## config.mk

```make
export PLATFORM = sky130hd
export DESIGN_NAME = dllm_update
export DESIGN_NICKNAME = d
export VERILOG_FILES = /design/src/hdl/dllm_pkg.sv /design/src/hdl/dllm_update.sv
export SDC_FILE = /design/constraint.sdc
export NUM_CORES = 1
export LEC_CHECK = 0
export ABC_AREA = 1
export ABC_CLOCK_PERIOD_IN_PS = 2100
export BUFFER_PORTS_ARGS = -buffer_cell sky130_fd_sc_hd__buf_2
export CORE_ASPECT_RATIO = 1.25
export CORE_MARGIN = 4
export CORE_UTILIZATION = 24
export DETAILED_ROUTE_END_ITERATION = 10
export SLEW_MARGIN = 20
export SYNTH_ARGS = -nofsm -noshare
export SYNTH_HDL_FRONTEND = slang
export SYNTH_SLANG_ARGS = --single-unit
export TNS_END_PERCENT = 50
```

## constraint.sdc

```tcl
create_clock -name vclk -period 2.1
set_clock_uncertainty 0.1 [all_clocks]
set_input_delay 0.21 -clock vclk [all_inputs]
set_output_delay 0.21 -clock vclk [all_outputs]
set_load 0.03 [all_outputs]
```

## src/hdl/dllm_pkg.sv

```systemverilog
// ----------------------------------------------------------------------------
// dllm_pkg
// shared types, codes and defaults of the doubly linked list manager
// ----------------------------------------------------------------------------
package dllm_pkg;

  // fixed field widths of the request and result words
  localparam int NODE_W   = 8;
  localparam int ACTION_W = 2;
  localparam int COUNT_W  = 9;
  localparam int STATUS_W = 2;

  // default size of the node pool
  localparam int DEF_NODES = 256;

  // generation stamp width of the membership store
  localparam int EPOCH_W = 4;

  // request codes
  localparam logic [ACTION_W-1:0] ACT_PUSH_FRONT = 2'd0;
  localparam logic [ACTION_W-1:0] ACT_PUSH_BACK  = 2'd1;
  localparam logic [ACTION_W-1:0] ACT_REMOVE     = 2'd2;
  localparam logic [ACTION_W-1:0] ACT_CLEAR      = 2'd3;

  // status codes
  localparam logic [STATUS_W-1:0] ST_DONE           = 2'd0;
  localparam logic [STATUS_W-1:0] ST_NOT_LINKED     = 2'd1;
  localparam logic [STATUS_W-1:0] ST_ALREADY_LINKED = 2'd2;

  typedef struct packed {
    logic [ACTION_W-1:0] action;
    logic [NODE_W-1:0]   node;
  } in_word_t;

  typedef struct packed {
    logic [NODE_W-1:0]   head_node;
    logic [NODE_W-1:0]   tail_node;
    logic [COUNT_W-1:0]  count;
    logic                is_empty;
    logic [STATUS_W-1:0] status;
  } out_word_t;

  // one entry of the membership store
  typedef struct packed {
    logic               linked;
    logic [EPOCH_W-1:0] epoch;
  } flag_word_t;

  // write strobes and outcome of one list update
  typedef struct packed {
    logic                prev_we;
    logic                next_we;
    logic                flag_we;
    logic                flag_set;
    logic                clear;
    logic [STATUS_W-1:0] status;
  } upd_ctl_t;

endpackage

```

## src/hdl/dllm_update.sv

```systemverilog
// ----------------------------------------------------------------------------
// dllm_update
// list update of one request from the node's stored links and membership
// ----------------------------------------------------------------------------
module dllm_update import dllm_pkg::*; #(
  parameter int NODES = DEF_NODES
) (
  input  logic [ACTION_W-1:0]        action,
  input  logic [NODE_W-1:0]          node,
  input  logic [$clog2(NODES)-1:0]   prev_rd,
  input  logic [$clog2(NODES)-1:0]   next_rd,
  input  flag_word_t                 flag_rd,
  input  logic [EPOCH_W-1:0]         epoch,
  input  logic [$clog2(NODES)-1:0]   head,
  input  logic [$clog2(NODES)-1:0]   tail,
  input  logic [$clog2(NODES+1)-1:0] count,
  output upd_ctl_t                   ctl,
  output logic [$clog2(NODES)-1:0]   prev_addr,
  output logic [$clog2(NODES)-1:0]   prev_data,
  output logic [$clog2(NODES)-1:0]   next_addr,
  output logic [$clog2(NODES)-1:0]   next_data,
  output logic [$clog2(NODES)-1:0]   head_nxt,
  output logic [$clog2(NODES)-1:0]   tail_nxt,
  output logic [$clog2(NODES+1)-1:0] count_nxt
);

  localparam int IDX_W = $clog2(NODES);
  localparam int CNT_W = $clog2(NODES + 1);

  logic [IDX_W-1:0] x;
  logic             in_pool;
  logic             member;
  logic             list_empty;
  logic             is_head;
  logic             is_tail;

  assign x          = IDX_W'(node);
  assign in_pool    = (32'(node) < 32'(NODES));
  assign member     = in_pool && flag_rd.linked && (flag_rd.epoch == epoch);
  assign list_empty = (count == '0);
  assign is_head    = (x == head);
  assign is_tail    = (x == tail);

  always_comb begin
    ctl       = '0;
    ctl.status = ST_DONE;
    prev_addr = x;
    prev_data = x;
    next_addr = x;
    next_data = x;
    head_nxt  = head;
    tail_nxt  = tail;
    count_nxt = count;
    case (action)
      ACT_PUSH_FRONT: begin
        if (!in_pool || member) begin
          ctl.status = ST_ALREADY_LINKED;
        end else begin
          // new node points at the old head, old head points back
          ctl.next_we  = 1'b1;
          next_addr    = x;
          next_data    = head;
          ctl.prev_we  = !list_empty;
          prev_addr    = head;
          prev_data    = x;
          if (list_empty) begin
            tail_nxt = x;
          end
          head_nxt     = x;
          ctl.flag_we  = 1'b1;
          ctl.flag_set = 1'b1;
          count_nxt    = count + CNT_W'(1);
        end
      end
      ACT_PUSH_BACK: begin
        if (!in_pool || member) begin
          ctl.status = ST_ALREADY_LINKED;
        end else begin
          ctl.prev_we  = 1'b1;
          prev_addr    = x;
          prev_data    = tail;
          ctl.next_we  = !list_empty;
          next_addr    = tail;
          next_data    = x;
          if (list_empty) begin
            head_nxt = x;
          end
          tail_nxt     = x;
          ctl.flag_we  = 1'b1;
          ctl.flag_set = 1'b1;
          count_nxt    = count + CNT_W'(1);
        end
      end
      ACT_REMOVE: begin
        if (!member) begin
          ctl.status = ST_NOT_LINKED;
        end else begin
          if (is_head && is_tail) begin
            head_nxt = '0;
            tail_nxt = '0;
          end else if (is_head) begin
            head_nxt = next_rd;
          end else if (is_tail) begin
            tail_nxt = prev_rd;
          end else begin
            // middle node: neighbours point past it
            ctl.next_we = 1'b1;
            next_addr   = prev_rd;
            next_data   = next_rd;
            ctl.prev_we = 1'b1;
            prev_addr   = next_rd;
            prev_data   = prev_rd;
          end
          ctl.flag_we = 1'b1;
          count_nxt   = count - CNT_W'(1);
        end
      end
      default: begin
        ctl.clear = 1'b1;
        head_nxt  = '0;
        tail_nxt  = '0;
        count_nxt = '0;
      end
    endcase
  end

endmodule

```

# [Word level (Yosys, flattened, before mapping)]
# Cells that the tools add are included.
[word_totals] n_memories=0 regBits=0 out_inout_bits=64 in_bits=60 elab_cells=56 mem_bits_rw=0 rom_bits=0 latchBits=0
[op_classes] n_reduce_logical=7 n_eq_ne=5 n_lt_le_gt_ge=0 n_shift=0 multipliers=0 div=0 n_bitwise=0 addsub=2 n_mux=42
[op_table] operator="$mux 8" n=23
[op_table] operator="$pmux 8 s3" n=2
[op_table] operator="$pmux 8 s2" n=2
[op_table] operator="$mux 9" n=2
[op_table] operator="$pmux 9 s2" n=1
[op_table] operator="$eq 8x8->1" n=2
[op_table] operator="$add 9x1->9 const B" n=1
[op_table] operator="$logic_not 9->1" n=1
[op_table] operator="$pmux 3 s3" n=1
[op_table] operator="$sub 9x1->9 const B" n=1
[op_table] operator="$mux 2" n=4
[op_table] operator="$mux 4" n=2
[op_table] operator="$eq 4x4->1" n=1
[op_table] operator="$pmux 2 s2" n=1
[op_table] operator="$mux 3" n=1
[op_table] operator="$reduce_or 3->1" n=1
[op_table] operator="$eq 2x1->1 const B" n=1
[op_table] operator="$eq 2x2->1 const B" n=1
[op_table] operator="$logic_and 1x1->1" n=2
[op_table] operator="$logic_not 2->1" n=1
[op_table] operator="$mux 1" n=2
[op_table] operator="$pmux 1 s2" n=1
[op_table] operator="$reduce_or 2->1" n=1
[op_table] operator="$logic_not 1->1" n=1

# [Logic depth before layout (Yosys ltp)]
# Gate-level depths: netlist of the first run.
[depth] word_depth=6 depth_mapped=15 mapped_depth_nobuf=13

# [Least setup slack after synthesis of the first run]
# OpenSTA, ideal clock, no wires.
[synth_path] kind="input to output" start="in action[1]" end="out count_nxt[1]" t_arrival_ns=1.865 cell_stages=9 setup_slack_ns=-0.075 path_buffers=1 cell_sequence="inv_1 -> ha_1 -> clkbuf_1 -> nor2_1 -> inv_1 -> nand2_1 -> inv_1 -> nand2_1 -> a31oi_1"
[synth_via] elab_chain_cells=3
[synth_rtl] item="from (decl)" line_no="dllm_update.sv:8" rtl="input logic [ACTION_W-1:0] action,"
[synth_rtl] item="$eq 2x1->1 or $logic_not 2->1 (tied branches)" line_no="dllm_update.sv:54" rtl="case (action)"
[synth_rtl] item="$reduce_or 2->1 (no line)"
[synth_rtl] item="$pmux 9 s2 *" line_no="dllm_update.sv:54"
[synth_rtl] item="to (decl)" line_no="dllm_update.sv:24" rtl="output logic [$clog2(NODES+1)-1:0] count_nxt"
# Every way passes the cells marked *; elsewhere a longest branch is shown, timed or not.

# [Worst setup path in the final report of the first run]
[layout_path] start="in node[7]" end="out next_addr[6]"
[layout_via] elab_chain_cells=6
[layout_rtl] item="from (decl)" line_no="dllm_update.sv:9" rtl="input logic [NODE_W-1:0] node,"
[layout_rtl] item="$eq 8x8->1" line_no="dllm_update.sv:42" rtl="assign is_tail = (x == tail);"
[layout_rtl] item="$mux 8" line_no="dllm_update.sv:103" rtl="end else if (is_tail) begin"
[layout_rtl] item="$mux 8" line_no="dllm_update.sv:101" rtl="end else if (is_head) begin"
[layout_rtl] item="$mux 8 *" line_no="dllm_update.sv:98" rtl="if (is_head && is_tail) begin"
[layout_rtl] item="$mux 8 *" line_no="dllm_update.sv:95" rtl="if (!member) begin"
[layout_rtl] item="$pmux 8 s2 *" line_no="dllm_update.sv:54"
[layout_rtl] item="to (decl)" line_no="dllm_update.sv:20" rtl="output logic [$clog2(NODES)-1:0] next_addr,"
# Marks and branches as above.

==> impl_summary.md, run 1 <==
GRT
The first global-routing pass estimated 19300 microns of wire. Entering global routing, the biggest net connects 35 pins. Across every metal layer, demand over resource in global routing totals 0.164. The number of antenna violations at the first check in global routing was 0. The number of global-route vias before repair is roughly 4100.

The total overflow left after global routing is 0.

Pwr
Across the VDD grid, the largest voltage drop is 0.150 mV. The register share of total power is 0. The leakage power total is 2.43 nW. In this run the power density over the cells is between 200 and 300 mW/mm^2. Cell internal power was estimated by the tool at 0.406 mW. The fraction of power consumed by the clock network is 0.

The switching component of the power is 0.736 mW. The switching share of total power is 0.645. Of the total power, combinational logic draws 1.000.

Die
From left edge to right edge, the die measures 107 microns. The total area inside the core boundary comes to 0.0118 sq mm. Pin placement for this block handled ~120 I/O pins. The die area is 0.0141 sq mm. The number of cell rows is 44. The starting utilization of the core area is 0.249.

In this run the vertical extent of the chip is around 130 microns.

Setup path
The critical path goes through buf_2 -> inv_2 -> nand2_1 -> nand2_1 -> nand2_1 -> nor2_4 -> nand2_4 -> nand3_4 -> buf_4 -> nand3_1 -> nand3b_1 -> nand2_1 -> inv_1 -> clkbuf_4. Tracing the worst setup path back leads to its startpoint at node[7]. The type of element capturing the critical path is an output port. The maximum fanout count along the critical path is 5.

The type of the worst setup path is in -> out. On the worst path, the slowest cell contributes a delay of 180 ps. STA classifies the critical path startpoint as an input pin. The required arrival time at the worst endpoint is 1790 ps. For the worst setup path, the data arrival time is 1770 ps. The cell that appears most often on the critical path is nand2_1. On the critical path, the stage with the largest delay is an instance of clkbuf_4.

Synthesis
The synthesized instance count is 613. In the post-synthesis netlist, the biggest area contributors are nand2_1 (32%), nand3_1 (13%), inv_1 (7.9%). Summing every instance area after synthesis gives 0.00294 sq mm. The count of different cell masters after synthesis is 35.

The most area-hungry cell type in the Yosys netlist is nand2_1. The synthesized netlist net count is 680. The count of synthesis-stage warnings from yosys is 0. The register area share after synthesis is 0. The share of synthesized area in the top cell type comes to 0.319.

The post-synthesis average cell area is roughly 4.8 sq um.

Flow run
Across the run, the number of max-cap violations was 0.

Placed design
The half-perimeter wire length of the detailed placement result is between 10000 and 15000 microns. The setup slack after placement is around 21 ps. Routability-driven placement finished with a final weighted congestion of 0.918. In this run the tool buffered the top-level ports with 124 buffer cells. The total placed cells including tap cells is between 900 and 1000.

In this run the cell area measured after placement is 0.00391 sq mm.

STA
The final-report hold violation count is 0. The period utilization is 0.989. For the pin with the worst max-slew slack, the measured transition is around 320 ps. The fmax is 481 MHz. Setup violations remaining at the end of the flow were counted as 0.

The post-layout worst setup margin is 23.0 ps. The relative slew slack is 0.790. The final number of max-transition violations is 0. Setup repair after global routing could not meet its margin everywhere. The post-route minimum period is 2080 ps. The summed negative setup slack over all endpoints is 0 ps.

Cells and area
Compared with the post-synthesis result, the final layout area differs by 46.5%. For this run, the number of standard cells in the final layout without fillers is slightly above 900. At the end of the flow, the number of nets in the layout was a little over 800. The library cells used most frequently in the layout, excluding fill and tap cells, are nand2_1 (242), buf_2 (90), nand3_1 (74), buf_4 (69), inv_1 (55). The commonest non-fill, non-tap cell in the layout is nand2_1. The fraction of layout cells with a size suffix above 1 is 0.333. The clock buffer instance count of the final layout is 0. The sequential cells in the finished layout cover a total of 0 sq um. For this run, the share of the core covered by cells in the final layout is 0.364. The finished cells cover 0.00431 sq mm. The design has 0 sequential cells. Fill cells in the final layout number 1380. 0 antenna diodes ended up in the layout.

Status
The run finished with clean final reports.

Min path
The worst min-delay path startpoint is next_rd[3]. For hold timing, the worst endpoint is prev_addr[3]. The class of the tightest hold or removal check is in -> out. The worst hold path cell count is 4.

Route
The number of vias in the routed layout is 4462. The number of DRC markers after the initial detailed-route iteration is 330. The routed design has 12900 microns of wire. The number of detailed-routing iterations run before antenna repair is 5. After detailed routing, the average wire length per cell comes to 14.2 microns. The number of remaining DRC errors is 0. The final antenna-violating net count is 0. The vias per cell is a little under 5.

Clocking
After clock tree synthesis, the flow added hold-fix buffers numbering 0.
critical path: cells and delay by family:
kind                   cells  cell delay (ps)
buffers and inverters      5              650
AND/OR/NAND/NOR            9              880
cell usage after synthesis:
library cell and number:
a21o_1 1, a21oi_1 19, a21oi_2 2, a22oi_1 1, a31oi_1 1, buf_1 2
buf_2 8, buf_4 20, buf_6 4, clkbuf_1 9, clkbuf_2 1, ha_1 7
inv_1 62, inv_2 10, nand2_1 250, nand2_2 2, nand2_4 2, nand3_1 78
nand3_2 2, nand3_4 1, nand3b_1 5, nand4_1 10, nand4_2 1, nor2_1 38
nor2_2 8, nor2_4 5, nor3_1 2, nor3_2 1, o211ai_1 14, o21a_1 1
o21ai_0 25, o21ai_1 9, o21ai_2 1, xnor2_1 3, xor2_1 8
kinds of logic after synthesis:
family / count (synthesis) / synth area share
AO/OA/AOI/OAI: 74 / 0.145
buffers and inverters: 116 / 0.187
adder cells (fa/ha/maj): 7 / 0.0297
AND/OR/NAND/NOR: 405 / 0.606
XOR/XNOR: 11 / 0.0327
area by class of cell:
type / count / area [sq um] / area share
repair buffers: 184 / 1300 / 0.302
inverters: 72 / 273 / 0.0633
multi-input cells: 497 / 2530 / 0.588
well taps: 161 / 201 / 0.0467
stage by stage:
step / hold slack, ps / power, mW
2_1_floorplan: 555 / 0.708
3_5_place_dp: 747 / 1.05
3_3_place_gp: 748 / 1.04
5_1_grt: 706 / 1.24
6_report: 676 / 1.14
4_1_cts: 750 / 1.05
routing by layer:
metal,routed length (microns),GRT usage
met4,584,0.0498
met5,0,0
met2,6470,0.309
met1,4960,0.191
met3,921,0.0171
how the worst max path moves through the flow:
stage | end | cells after the start
after floorplan | count_nxt[2] | 9
after global placement | head_nxt[3] | 13
after detailed placement | prev_data[7] | 16
after CTS | prev_data[7] | 16
after global routing | head_nxt[2] | 13
final | next_addr[6] | 14
power by group through the flow:
stage / sequential [mW] / combinational [mW] / clock [mW]
after floorplan: 0 / 0.708 / 0
after global placement: 0 / 1.04 / 0
after detailed placement: 0 / 1.05 / 0
after CTS: 0 / 1.05 / 0
after global routing: 0 / 1.24 / 0
final: 0 / 1.14 / 0
what timing repair did:
item	4_1_cts	5_1_grt
setup endpoints to repair	0	51
setup buffers	0	5
resized for setup	0	118
(Power assumes the default switching activity.)
==> inputs of run 2 (changes only) <==
CORE_UTILIZATION = 51   (was 24)
PLACE_DENSITY = 0.84   (was not set)
SLEW_MARGIN = not set   (was 20)
==> impl_summary.md, run 2 (synthesis results as in run 1) <==
Placed design
The post-placement cell area is 0.00368 sq mm (-5.8%). The routability-driven placement congestion ratio came to 1.01 (+10%). The setup slack after placement is -47.5 ps (-69.0 ps). The half-perimeter wire length of the detailed placement result came to 9130 microns (-11%). The number of input and output port buffers inserted is 124 (unchanged).

Route
The number of detailed-routing iterations run before antenna repair is 9 (+4). The number of vias in the routed layout is 4897 (+9.7%). The routed length on met3 is 1490 microns (+61%).

The number of DRC markers after the initial detailed-route iteration is 678 (+110%). The top routing layer in use is met4. The average wire per standard cell is 16.8 microns (+19%). The vias per cell is 6.11 (+25%).

The final routed wirelength across all metal layers came to 13500 microns (+4.2%). The final antenna-violating net count was 0 (unchanged). The number of remaining DRC errors is 0 (unchanged).

The total met2 wirelength after detailed routing was 6440 microns (-0.60%). The met1 wire length is 4220 microns (-15%).

Cells and area
The top cell types in the final layout, fill and taps aside, are nand2_1 (240), buf_2 (90), nand3_1 (76), inv_1 (52), buf_4 (42). The antenna diode instance count is 0 (unchanged). The clock buffer instance count of the final layout is 0 (unchanged).

The footprint of the flip-flops and latches is 0 sq um (unchanged). The fraction of layout cells with a size suffix above 1 is 0.324 (-0.00905). Leaving out fill and tap cells, the most frequent cell in the layout is nand2_1. The total number of nets in the final design is 806 (-1.9%).

The summed area of non-filler cells in the final layout is 0.00414 sq mm (-4.0%). The area overhead of the layout relative to synthesis is 40.5%. The count of flip-flops and latches is 0 (unchanged).

The utilization after layout is 0.750 (+0.386).

GRT
The number of antenna violations at the first check in global routing came to 0 (unchanged). The number of global-route vias before repair was 4251 (+4.7%). The overall fraction of global-route tracks in use came to 0.302 (+0.138). The global route total overflow is 0 (unchanged).

The wire length of the first global-routing pass was 18500 microns (-4.2%). The largest net degree at the start of global routing was 41 (+17%).

Die
The placeable core region is 0.00552 sq mm (-53%). The y dimension of the die was 92.9 microns (-29%). The number of placed I/O pins is 124 (unchanged). The number of cell rows is 30 (-32%). The starting utilization of the core area is 0.534 (+0.285). The overall die width is 76.0 microns (-29%). The die area is 0.00706 sq mm (-50%).

STA
The final-report hold violation count is 0 (unchanged). The post-route minimum period is 2180 ps (+101 ps). The relative slew slack came to 0.755 (-0.0348). The fmax is 459 MHz (-4.6%).

The summed negative setup slack over all endpoints was -85.5 ps (-85.5 ps). Setup repair after global routing could not meet its margin everywhere. The final number of setup-violating endpoints was 2 (+2). The actual transition at the worst max-transition pin came to 367 ps (+52.1 ps).

The period utilization was 1.04 (+0.0480). The worst slack on hold paths is 716 ps (+40.2 ps). The post-layout worst setup margin is -77.7 ps (-101 ps). The final number of max-transition violations is 0 (unchanged).

Pwr
The ratio of total power to cell area was 278 mW/mm^2 (+5.1%). The largest vdd supply drop is 0.189 mV (+26%). The leakage power total is 2.36 nW (-2.8%).

Status
The run finished, with violations left. The final reports fail on setup timing.

Flow run
The count of maximum capacitance violations is 0 (unchanged).

Min path
In this run the most critical hold path is launched from next_rd[2]. In this run the worst hold path is classified as in -> out.

Setup path
The type of the worst setup path is in -> out. The required arrival time at the worst endpoint came to 1790 ps (about the same). The nature of the critical path startpoint is an input pin. The beginning of the critical path is count[0]. The arrival time of the worst setup path is 1870 ps (+100 ps).

The kind of cell adding the most delay to the critical path is buffers and inverters. The critical path's most frequent cell is nand2_1. The type of element capturing the critical path is an output port. The highest cell delay on the worst timing path is 210 ps (+30 ps). For this design, the slowest cell found on the critical path is buf_12.

The buffering stage count on the worst path with inverters included was 6 (+1). Walking the worst path, the cells encountered are buf_6 -> inv_4 -> ha_4 -> inv_4 -> nor2_4 -> nand4_4 -> buf_12 -> nand2_1 -> o21ai_0 -> nand2_1 -> nand3_1 -> nand2_1 -> inv_1 -> a21oi_2 -> buf_6. The maximum fanout count along the critical path was 17 (+12).

Clocking
The hold buffer count at cts came to 0 (unchanged).
run 2: path summary, 6_finish.rpt:
| path | to | cells past startpoint |
|---|---|---|
| worst max-delay path | tail_nxt[1] | 15 |
| worst min-delay path | next_data[2] | 4 |
run 2: area by class of cell:
class,count,area [sq um]
fillers,413,1380
inverters,72,280
repair buffers,168,1220
multi-input cells,497,2550
well taps,64,80.1
run 2: what timing repair did:
item	4_1_cts	5_1_grt
pin swaps	0	4
setup buffers	0	8
cloned	0	3
resized for setup	4	116
endpoints found under the setup margin	3	55
run 2: routing by layer:
metal	vias to the layer above	track usage
met5	-	0
met2	447	0.556
li1	2194	-
met1	2089	0.317
met4	0	0.218
met3	167	0.0243
run 2: metrics by stage:
step / instances / power [mW]
floorplan: 613 / 0.708
global placement: 790 / 0.990
detailed placement: 790 / 1.01
CTS: 790 / 1.02
global route: 801 / 1.23
finish: 801 / 1.15
run 2: worst min-delay path, delay by kind of cell:
| family | cells | cell delay, ps |
|---|---|---|
| buffers and inverters | 2 | 240 |
| AND/OR/NAND/NOR | 2 | 160 |
run 2: power by group:
group / switching [mW] / leakage [nW] / internal, mW
Sequential: 0 / 0 / 0
Clock: 0 / 0 / 0
Combinational: 0.761 / 2.36 / 0.390
Total: 0.761 / 2.36 / 0.390
==> inputs of run 3 (changes only) <==
MAX_ROUTING_LAYER = met4   (was not set)
==> impl_summary.md, run 3 (synthesis results as in run 1) <==
Route
The number of detailed-routing iterations run before antenna repair came to 6 (-3). The number of remaining DRC errors is 0 (unchanged). The number of vias in the routed layout was 4901 (+0.082%). The final routed wirelength across all metal layers is 13600 microns (+0.51%). The final antenna-violating net count is 0 (unchanged). The number of DRC markers after the initial detailed-route iteration is 602 (-11%).

The average wire per standard cell is 16.9 microns (+0.39%). The vias per cell is 6.11 (about the same).

Cells and area
The area used by multi-input combinational logic is 0.00255 sq mm (about the same). The total number of nets in the final design was 807 (+0.12%). The library cells used most frequently in the layout, excluding fill and tap cells, are nand2_1 (242), buf_2 (82), nand3_1 (78), inv_1 (54), buf_4 (44). The filler cell count in the final layout is 435 (+5.3%). The clock buffer instance count of the final layout is 0 (unchanged). The fraction of layout cells with a size suffix above 1 was 0.324 (-0.000439). The antenna diode instance count came to 0 (unchanged). Leaving out fill and tap cells, the most frequent cell in the layout is nand2_1. The area overhead of the layout relative to synthesis is 43.1%. The utilization after layout is 0.764 (+0.0138). The count of flip-flops and latches is 0 (unchanged).

The footprint of the flip-flops and latches came to 0 sq um (unchanged).

Placed design
The routability-driven placement congestion ratio is 1.09 (+7.5%). The half-perimeter wire length of the detailed placement result is 9460 microns (+3.6%). The number of input and output port buffers inserted came to 124 (unchanged).

Pwr
The internal power consumption was 0.409 mW (+4.7%). The switching component of the power is 0.765 mW (+0.58%). The leakage power total is 2.40 nW (+1.4%). The register share of total power is 0 (unchanged). The share of power burned in combinational logic came to 1.000 (about the same). The switching share of total power came to 0.652 (-0.00905). The largest vdd supply drop was 0.156 mV (-18%). The ratio of total power to cell area is 279 mW/mm^2 (+0.13%).

The fraction of power consumed by the clock network is 0 (unchanged). The sum of internal, switching and leakage power was 1.17 mW (+2.0%).

Setup path
The type of element capturing the critical path is an output port. The required arrival time at the worst endpoint came to 1790 ps (about the same). On the critical path, the stage with the largest delay is an instance of clkbuf_4. The nature of the critical path startpoint is an input pin. The highest cell delay on the worst timing path is 210 ps (about the same). The critical path's most frequent cell is nand2_1.

The worst setup path is of the in -> out kind. The maximum fanout count along the critical path is 7 (-10). The arrival time of the worst setup path is 1900 ps (+30 ps). The critical path goes through buf_2 -> inv_2 -> nand2_1 -> nand2_1 -> a21oi_2 -> nand2_2 -> inv_2 -> nand2_4 -> nand3_4 -> nand2_1 -> o21ai_4 -> nand2_1 -> nand3_1 -> clkbuf_4.

Die
The die area was 0.00706 sq mm (unchanged). The placeable core region is 0.00552 sq mm (unchanged). The number of placed I/O pins was 124 (unchanged). The number of cell rows came to 30 (unchanged). The starting utilization of the core area is 0.534 (unchanged). The overall die width is 76.0 microns (unchanged).

The y dimension of the die is 92.9 microns (unchanged).

GRT
The number of global-route vias before repair is 4140 (-2.6%). The largest net degree at the start of global routing is 35 (-15%). The global route total overflow is 0 (unchanged). The wire length of the first global-routing pass is 18900 microns (+1.9%). The overall fraction of global-route tracks in use is 0.326 (+0.0243). The number of antenna violations at the first check in global routing is 0 (unchanged).

STA
The period utilization is 1.05 (+0.0152). The post-layout worst setup margin was -110 ps (-32.0 ps). The final-report hold violation count is 0 (unchanged).

The final number of setup-violating endpoints is 36 (+34). The final number of max-transition violations is 0 (unchanged). The summed negative setup slack over all endpoints is -1600 ps (-1520 ps). The fmax is 453 MHz (-1.4%).

Setup repair after global routing could not meet its margin everywhere. The relative slew slack came to 0.620 (-0.135). The post-route minimum period is 2210 ps (+32.0 ps). The actual transition at the worst max-transition pin is 570 ps (+203 ps).

Clocking
The hold buffer count at cts was 0 (unchanged).

Status
The final reports fail on setup timing. The run finished, with violations left.

Flow run
The count of maximum capacitance violations is 0 (unchanged).

Min path
The class of the tightest hold or removal check is in -> out.
-- run 3: critical path, delay by kind of cell --
family,cells,cell delay (ps)
compound gates,2,280
buf+inv,4,580
simple gates,8,830
-- run 3: layout make-up --
cell class / count / share of cell area
timing repair buffer: 169 / 0.308
multi-input combinational: 497 / 0.606
tap: 64 / 0.0190
inverter: 72 / 0.0671
-- run 3: path summary, 6_finish.rpt --
check | start | endpoint | cells past startpoint
worst max-delay path | node[0] | prev_addr[7] | 14
worst min-delay path | next_rd[1] | prev_addr[1] | 4
-- run 3: power by group through the flow --
stage                     sequential, mW  combinational (mW)  clock [mW]
after floorplan                        0               0.708           0
after global placement                 0                1.01           0
after detailed placement               0                1.03           0
after CTS                              0                1.03           0
after global routing                   0                1.24           0
final                                  0                1.17           0
-- run 3: per-stage QoR --
stage | setup WS, ps | instances | cell area [sq um] | hold WS [ps]
5_1_grt | -133 | 802 | 4210 | 753
2_1_floorplan | -21.4 | 613 | 2950 | 555
3_3_place_gp | -20.0 | 793 | 3710 | 716
3_5_place_dp | -31.7 | 793 | 3710 | 726
6_report | -110 | 802 | 4210 | 730
4_1_cts | 3.04 | 793 | 3720 | 728
-- run 3: per-layer routing --
metal / share of wire / track usage / vias up
met4: 0.093 / 0.197 / 0
met3: 0.10 / 0.0243 / 130
met5: 0 / - / -
met1: 0.32 / 0.341 / 2149
li1: - / - / 2194
met2: 0.48 / 0.592 / 428
-- run 3: timing repair --
action                     CTS  global route
setup buffers                0             4
pin swaps                    0            28
gates resized for setup      2           137
gates cloned                 0             5
setup endpoints to repair    3            55
